<file path="src/dsh_pkg.sv">
// ----------------------------------------------------------------------------
// dsh_pkg
// Types, constants and round functions for the double SHA-256 header hash.
// ----------------------------------------------------------------------------
`default_nettype none
package dsh_pkg;
    localparam int unsigned ROUNDS = 64;
    localparam int unsigned RND_W = 6;

    typedef logic [31:0] word_t;
    typedef word_t [7:0] state_t;

    typedef struct packed {
        logic [63:0] hdr_bytes_0_7;
        logic [63:0] hdr_bytes_8_15;
        logic [63:0] hdr_bytes_16_23;
        logic [63:0] hdr_bytes_24_31;
        logic [63:0] hdr_bytes_32_39;
        logic [63:0] hdr_bytes_40_47;
        logic [63:0] hdr_bytes_48_55;
        logic [63:0] hdr_bytes_56_63;
        logic [63:0] hdr_bytes_64_71;
        logic [63:0] hdr_bytes_72_79;
    } hdr_t;

    typedef struct packed {
        logic [63:0] digest_bytes_0_7;
        logic [63:0] digest_bytes_8_15;
        logic [63:0] digest_bytes_16_23;
        logic [63:0] digest_bytes_24_31;
        logic        midstate_hit;
    } dig_t;

    localparam word_t PAD_MARK = 32'h8000_0000;
    localparam word_t LEN_HDR = 32'h0000_0280;
    localparam word_t LEN_DIG = 32'h0000_0100;

    localparam state_t IV = {
        32'h5be0cd19, 32'h1f83d9ab, 32'h9b05688c, 32'h510e527f,
        32'ha54ff53a, 32'h3c6ef372, 32'hbb67ae85, 32'h6a09e667
    };

    function automatic word_t round_k(input logic [RND_W-1:0] i);
        word_t k;
        unique case (i)
            6'd0: k = 32'h428a2f98;  6'd1: k = 32'h71374491;
            6'd2: k = 32'hb5c0fbcf;  6'd3: k = 32'he9b5dba5;
            6'd4: k = 32'h3956c25b;  6'd5: k = 32'h59f111f1;
            6'd6: k = 32'h923f82a4;  6'd7: k = 32'hab1c5ed5;
            6'd8: k = 32'hd807aa98;  6'd9: k = 32'h12835b01;
            6'd10: k = 32'h243185be; 6'd11: k = 32'h550c7dc3;
            6'd12: k = 32'h72be5d74; 6'd13: k = 32'h80deb1fe;
            6'd14: k = 32'h9bdc06a7; 6'd15: k = 32'hc19bf174;
            6'd16: k = 32'he49b69c1; 6'd17: k = 32'hefbe4786;
            6'd18: k = 32'h0fc19dc6; 6'd19: k = 32'h240ca1cc;
            6'd20: k = 32'h2de92c6f; 6'd21: k = 32'h4a7484aa;
            6'd22: k = 32'h5cb0a9dc; 6'd23: k = 32'h76f988da;
            6'd24: k = 32'h983e5152; 6'd25: k = 32'ha831c66d;
            6'd26: k = 32'hb00327c8; 6'd27: k = 32'hbf597fc7;
            6'd28: k = 32'hc6e00bf3; 6'd29: k = 32'hd5a79147;
            6'd30: k = 32'h06ca6351; 6'd31: k = 32'h14292967;
            6'd32: k = 32'h27b70a85; 6'd33: k = 32'h2e1b2138;
            6'd34: k = 32'h4d2c6dfc; 6'd35: k = 32'h53380d13;
            6'd36: k = 32'h650a7354; 6'd37: k = 32'h766a0abb;
            6'd38: k = 32'h81c2c92e; 6'd39: k = 32'h92722c85;
            6'd40: k = 32'ha2bfe8a1; 6'd41: k = 32'ha81a664b;
            6'd42: k = 32'hc24b8b70; 6'd43: k = 32'hc76c51a3;
            6'd44: k = 32'hd192e819; 6'd45: k = 32'hd6990624;
            6'd46: k = 32'hf40e3585; 6'd47: k = 32'h106aa070;
            6'd48: k = 32'h19a4c116; 6'd49: k = 32'h1e376c08;
            6'd50: k = 32'h2748774c; 6'd51: k = 32'h34b0bcb5;
            6'd52: k = 32'h391c0cb3; 6'd53: k = 32'h4ed8aa4a;
            6'd54: k = 32'h5b9cca4f; 6'd55: k = 32'h682e6ff3;
            6'd56: k = 32'h748f82ee; 6'd57: k = 32'h78a5636f;
            6'd58: k = 32'h84c87814; 6'd59: k = 32'h8cc70208;
            6'd60: k = 32'h90befffa; 6'd61: k = 32'ha4506ceb;
            6'd62: k = 32'hbef9a3f7; default: k = 32'hc67178f2;
        endcase
        return k;
    endfunction

    function automatic word_t rotr(input word_t x, input int unsigned n);
        return (x >> n) | (x << (32 - n));
    endfunction

    function automatic word_t sig0(input word_t x);
        return rotr(x, 7) ^ rotr(x, 18) ^ (x >> 3);
    endfunction

    function automatic word_t sig1(input word_t x);
        return rotr(x, 17) ^ rotr(x, 19) ^ (x >> 10);
    endfunction

    function automatic state_t sha_round(input state_t v, input word_t k, input word_t w);
        word_t t1;
        word_t t2;
        state_t r;
        t1 = v[7] + (rotr(v[4], 6) ^ rotr(v[4], 11) ^ rotr(v[4], 25))
           + ((v[4] & v[5]) ^ (~v[4] & v[6])) + k + w;
        t2 = (rotr(v[0], 2) ^ rotr(v[0], 13) ^ rotr(v[0], 22))
           + ((v[0] & v[1]) ^ (v[0] & v[2]) ^ (v[1] & v[2]));
        r[7] = v[6];
        r[6] = v[5];
        r[5] = v[4];
        r[4] = v[3] + t1;
        r[3] = v[2];
        r[2] = v[1];
        r[1] = v[0];
        r[0] = t1 + t2;
        return r;
    endfunction
endpackage
`default_nettype wire

</file>
<file path="src/dsh_sched.sv">
// ----------------------------------------------------------------------------
// dsh_sched
// Message schedule held in a 16-entry ring memory, one word per cycle.
// ----------------------------------------------------------------------------
`default_nettype none
module dsh_sched (
    input  wire logic           clk,
    input  wire logic           load,
    input  wire logic [3:0]     load_idx,
    input  wire dsh_pkg::word_t load_word,
    input  wire logic [5:0]     rnd,
    output dsh_pkg::word_t      w
);
    // Ring of the last sixteen schedule words; register-file style (four reads).
    dsh_pkg::word_t ring [16];
    dsh_pkg::word_t w_new;

    always_comb
    begin
        if (rnd < 6'd16)
        begin
            w_new = ring[rnd[3:0]];
        end
        else
        begin
            w_new = dsh_pkg::sig1(ring[4'(rnd - 6'd2)]) + ring[4'(rnd - 6'd7)]
                  + dsh_pkg::sig0(ring[4'(rnd - 6'd15)]) + ring[rnd[3:0]];
        end
    end

    assign w = w_new;

    always_ff @(posedge clk)
    begin
        if (load)
        begin
            ring[load_idx] <= load_word;
        end
        else if (rnd >= 6'd16)
        begin
            ring[rnd[3:0]] <= w_new;
        end
    end
endmodule
`default_nettype wire

</file>
<file path="config.mk">
export PLATFORM = sky130hd
export DESIGN_NAME = dsh_sched
export DESIGN_NICKNAME = d
export VERILOG_FILES = /design/src/dsh_pkg.sv /design/src/dsh_sched.sv
export SDC_FILE = /design/constraint.sdc
export NUM_CORES = 1
export LEC_CHECK = 0
export BUFFER_PORTS_ARGS = -buffer_cell sky130_fd_sc_hd__buf_2
export CAP_MARGIN = 20
export CORE_UTILIZATION = 55
export CTS_BUF_LIST = sky130_fd_sc_hd__clkbuf_8
export DETAILED_ROUTE_END_ITERATION = 8
export PLACE_DENSITY = 0.75
export SLEW_MARGIN = 5
export SYNTH_ARGS = -nofsm -noshare
export SYNTH_HDL_FRONTEND = slang
export SYNTH_SLANG_ARGS = --single-unit
export TNS_END_PERCENT = 100
</file>
<file path="constraint.sdc">
create_clock -name clk -period 29.5 [get_ports clk]
set_input_delay 8.85 -clock clk [delete_from_list [all_inputs] [get_ports clk]]
set_output_delay 8.85 -clock clk [all_outputs]
set_load 0.02 [all_outputs]
</file>
Yosys cells after proc, flatten, opt, wreduce, memory -nomap -nowiden --
Memories as Yosys holds them, arrays and structs flattened. Cells that the tools add are included.
Storage, ports and cells: memories kept 1, input bits 44, flip-flop bits (word level) 0, bits in writable memories 512, logic and storage cells 27
Operators by class: multiplexer cells 9, bitwise logic cells 8, reduce and logical (&&, ||, !) cells 1, $lt $le $gt $ge 2, add/subtract/negate cells 6
Memories:
- ring | depth 16, width 32, read ports 4, clocked after Yosys merged registers in 0, write ports 1, RTL line dsh_sched.sv:15 | dsh_pkg::word_t ring [16];
Operators with widths (count):
- $add A32 B32 Y32 | 3
- $mux W32 | 2
- $xor A32 B32 Y32 | 2
- $or A13 B32 Y32 | 1
- $or A14 B32 Y32 | 1
- $or A15 B32 Y32 | 1
- $or A25 B32 Y32 | 1
- $reduce_or A32 Y1 | 1
- $xor A32 B22 Y32 | 1
- $xor A32 B29 Y32 | 1
- $ge A6 B5 Y1 const B | 1
- $lt A6 B5 Y1 const B | 1
- $mux W1 | 6
- $mux W4 | 1
- $sub A4 B2 Y4 const B | 1
- $sub A4 B3 Y4 const B | 1
- $sub A4 B4 Y4 const B | 1

Longest topological paths before layout --
An unclocked memory read counts as a cell.
depth in word-level cells 10, mapped depth 27, depth with buffers taken out 21

Worst setup path before layout --
No wires, ideal clock.
path type input -> output, from in rnd[1], to out w[20], data arrival time 15666 ps, slack 4984 ps, required time 20650 ps, buffers on the path 6, stages on the path 24, cell sequence buf_2 buf_4 buf_4 clkbuf_1 clkbuf_1 inv_1 ha_1 xor2_1 buf_1 mux4_2 xnor2_1 fa_1 inv_1 fa_1 inv_1 ha_1 a21o_1 a21oi_1 o21bai_1 a41oi_1 o21ai_1 a2111oi_1 nor2_1 o311ai_1
Between the ends: cells in the longest elaborated chain, start to end 9, elaborated cells on any way between the ends 17, classes of those cells add/sub: 6; order compare: 1; mux: 1; bitwise: 8; memory: 1
Ends and longest elaborated chain:
- from (decl) | RTL line dsh_sched.sv:11 | input wire logic [5:0] rnd,
- $sub A4 B2 Y4 | RTL line dsh_sched.sv:26 | w_new = dsh_pkg::sig1(ring[4'(rnd - 6'd2)]) + ring[4'(rnd - 6'd7)]
- $mem_v2 Z16 W32
- $or A15 B32 Y32 or $or A13 B32 Y32 (tied branches) | RTL line dsh_pkg.sv:83 | return (x >> n) | (x << (32 - n));
- $xor A32 B32 Y32 | RTL line dsh_pkg.sv:91 | return rotr(x, 17) ^ rotr(x, 19) ^ (x >> 10);
- $xor A32 B22 Y32 | RTL line dsh_pkg.sv:91
- $add A32 B32 Y32 | RTL line dsh_sched.sv:26
- $add A32 B32 Y32 (2 in a row) | RTL line dsh_sched.sv:27 | + dsh_pkg::sig0(ring[4'(rnd - 6'd15)]) + ring[rnd[3:0]];
- $mux W32 * | RTL line dsh_sched.sv:20 | if (rnd < 6'd16)
- to (decl) | RTL line dsh_sched.sv:12 | output dsh_pkg::word_t w
Mark *: on every way between the ends. The rest lies on a longest branch, timed or not.

Final worst setup path --
from in rnd[0], to out w[20]
The elaborated chain is that of the path after synthesis.

==> results.py <==
metrics = {
    "synthesis": {
        "synth_compound_area_frac": 0.0336,
        "synthTopCellsByCount": "edfxtp_1, mux4_2, xnor2_1, nand2_1, fa_1",
        "ys_seq_area_frac": 0.472,
        "synthArstFlopShare": 0,
        "synth_cell_types": 61,
        "synth_fa_ha_area_frac": 0.0511,
        "synth-simple-area-share": 0.0249,
        "yosysMostFrequentCell": "edfxtp_1",
        "synth_top_family_by_area": "multiplexers",
        "synth_seq_cells": 512,
        "yosys.area.top_type": "edfxtp_1",
        "synth_edf_count": 512,
        "syn_inst": 1794,
        "synthesis.area_sq_um": 32600,
        "synth_fp_nets": 1934,
        "ys.flop_type": "edfxtp_1",
        "synthXorXnorAreaFrac": 0.0399,
        "synth_area_leaders": "edfxtp_1, mux4_2, fa_1",
        "synth.avg_cell_area_sq_um": 18.2,
        "ys_warn_count": 0,
        "synthMuxAreaShare": 0.354,
        "synth_top_area_frac": 0.472,
    },
    "timing": {
        "max_slew.worst_pin.slew_ps": 1020,
        "maxSlewViolCount": 0,
        "slew_headroom": 0.317,
        "whs_ps": 1780,
        "skew_ps": 44.1,
        "post-route-min-period_ps": 25410,
        "rsz0062_at_grt": "false",
        "finalSetupTns_ps": 0,
        "post-route-period-util": 0.861,
        "fmax_mhz": 39.3,
        "setup-violations-final": 0,
        "hold_violations": 0,
    },
    "floorplan": {
        "fp.dieH_um": 245,
        "ios": 76,
        "initial_core_util": 0.561,
        "core_sq_um": 58100,
        "rows": 88,
        "die_w_um": 245,
        "die-area_sq_um": 60300,
    },
    "setup_path": {
        "timing.rr.start": "ring[7][18]",
        "path_class": "in2out",
        "arrival_ps": 16560,
        "critical_path_required_ps": 20650,
        "crit_slowest_cell": "a2111oi_1",
        "path_cells": "buf_8 -> buf_4 -> buf_12 -> mux4_2 -> mux4_2 -> xnor2_1 -> xnor2_1 -> fa_1 -> inv_1 -> fa_1 -> inv_1 -> ha_1 -> a21o_1 -> a21oi_1 -> o21bai_1 -> a41oi_1 -> o21ai_1 -> a2111oi_1 -> nor2_1 -> o311ai_1 -> buf_2",
        "critical-path-max-stage-delay_ps": 690,
        "ff2ff_path_depth": 19,
        "crit_fanout": 130,
        "r2r_end": "ring[13][31]",
        "cp-end-kind": "output pin",
        "reg2reg_slack_ps": 22880,
        "startpoint_type": "primary input",
    },
    "detailed_routing": {
        "route.detailed.drc": 0,
        "drtIter0Drc": 2758,
        "drtPass1Iterations": 5,
        "route.vias.total": 20400,
        "routed_via_density": 7.53,
        "ant_nets": 0,
        "routed_wl_um": 94900,
        "wl_per_cell_um": 35.0,
    },
    "finish": {
        "fillers": 4094,
        "regMostFlops": "ring",
        "drive_above_1_share": 0.402,
        "nNetsFinal": 2019,
        "reg_top3": "ring x512",
        "fin_util": 0.613,
        "largest_register_ffs": 512,
        "area_delta_synth_final_pct": 9.29,
    },
    "global_routing": {
        "grt_pass1_wl_um": 139000,
        "overflow": 0,
        "grt_pass1_vias": 20300,
        "grt.total_usage": 0.325,
        "grt_max_degree": 131,
        "antenna_found_initial": 3,
    },
    "cts": {
        "cts-root-buf": "clkbuf_8",
        "post_cts_buffers": 0,
        "htreeDepth": 3,
        "clk_latency_ps": 690,
        "cts_tree": "done",
        "postCtsResizedCells": 0,
        "cts_sinks": 512,
        "cts_hold_buf": 0,
        "clk_pin_slew_ps": 60,
        "cts_buffers": 82,
        "cts_buffer_depth": 3,
    },
    "placed_design": {
        "globalplace.congestion": 0.981,
        "io_buffer_count": 75,
        "hpwl_um": 63700,
    },
    "hold_path": {
        "worstHoldStart": "ring[6][0]",
        "hold_path_end": "ring[4][0]",
        "holdPathStages": 5,
        "holdCritPathClass": "reg2reg",
    },
    "outcome": {
        "outcome": "finished, final reports clean",
    },
    "run": {
        "cap_violations": 0,
    },
}
==> routing by layer <==
metal | GRT usage | vias to the layer above | wire (um)
met1 | 0.437 | 10600 | 33400
met4 | 0.149 | 0 | 4570
met2 | 0.510 | 1604 | 45600
met3 | 0.0751 | 283 | 11300
li1 | - | 7882 | -
met5 | 0 | - | 0
==> worst max-delay path, delay by kind of cell <==
| family | cells | cell delay [ps] |
|---|---|---|
| AOI/OAI and AO/OA | 7 | 2450 |
| buffers and inverters | 6 | 2090 |
| muxes | 2 | 1200 |
| adders and majority gates | 3 | 1190 |
| xor gates and xnor gates | 2 | 460 |
| and+or+nand+nor | 1 | 120 |
==> metrics by stage <==
step / instances / setup slack [ps] / cell area (sq um)
2_1_floorplan: 1794 / 4980 / 32600
3_3_place_gp: 2555 / 4200 / 34000
3_5_place_dp: 2559 / 4070 / 34000
4_1_cts: 2707 / 4050 / 35600
5_1_grt: 2709 / 3550 / 35600
6_report: 2711 / 4090 / 35600
==> placed cells by master (no fill, tap or decap), drive strengths merged, types with 8 or more instances in the layout <==
master / n
edfxtp: 512
mux4: 511
buf: 137
xnor2: 121
clkbuf: 84
nand2: 80
fa: 62
inv: 57
o21ai: 56
nor2: 42
clkinv: 38
a21oi: 35
ha: 34
xor2: 25
a21o: 21
nand3: 10
nand2b: 10
nor3: 8
==> cell type report <==
| cell class | instances | area (sq um) | area share |
|---|---|---|---|
| Clock buffer | 84 | 1160 | 0.0324 |
| Antenna cell | 3 | 7.51 | 0.000211 |
| Sequential cell | 512 | 15400 | 0.431 |
| Inverter | 39 | 146 | 0.00411 |
| Multi-Input combinational cell | 1107 | 16600 | 0.467 |
| Clock inverter | 64 | 449 | 0.0126 |
| Timing Repair Buffer | 137 | 902 | 0.0253 |
| Tap cell | 765 | 957 | 0.0269 |
==> how the worst max path moves through the flow <==
stage,from,end,slack [ps],cells past startpoint
2_1_floorplan,rnd[1],w[20],4980,24
3_3_place_gp,rnd[0],w[20],4200,21
3_5_place_dp,rnd[0],w[20],4070,21
4_1_cts,rnd[0],w[20],4050,21
5_1_grt,rnd[0],w[20],3550,21
6_report,rnd[0],w[20],4090,21
==> kinds of logic (layout without fill, tap and decap cells) <==
kind of cell / after synthesis / count (layout)
simple gates: 181 / 181
compound gates: 171 / 171
mux: 513 / 513
other cells: 0 / 3
flops: 512 / 512
xor+xnor: 146 / 146
fa+ha+maj: 96 / 96
buf+inv: 175 / 324
Power is left out: the tool's default activity adds up to more than one toggle a clock period on the data nets, which glitch-free logic cannot reach.
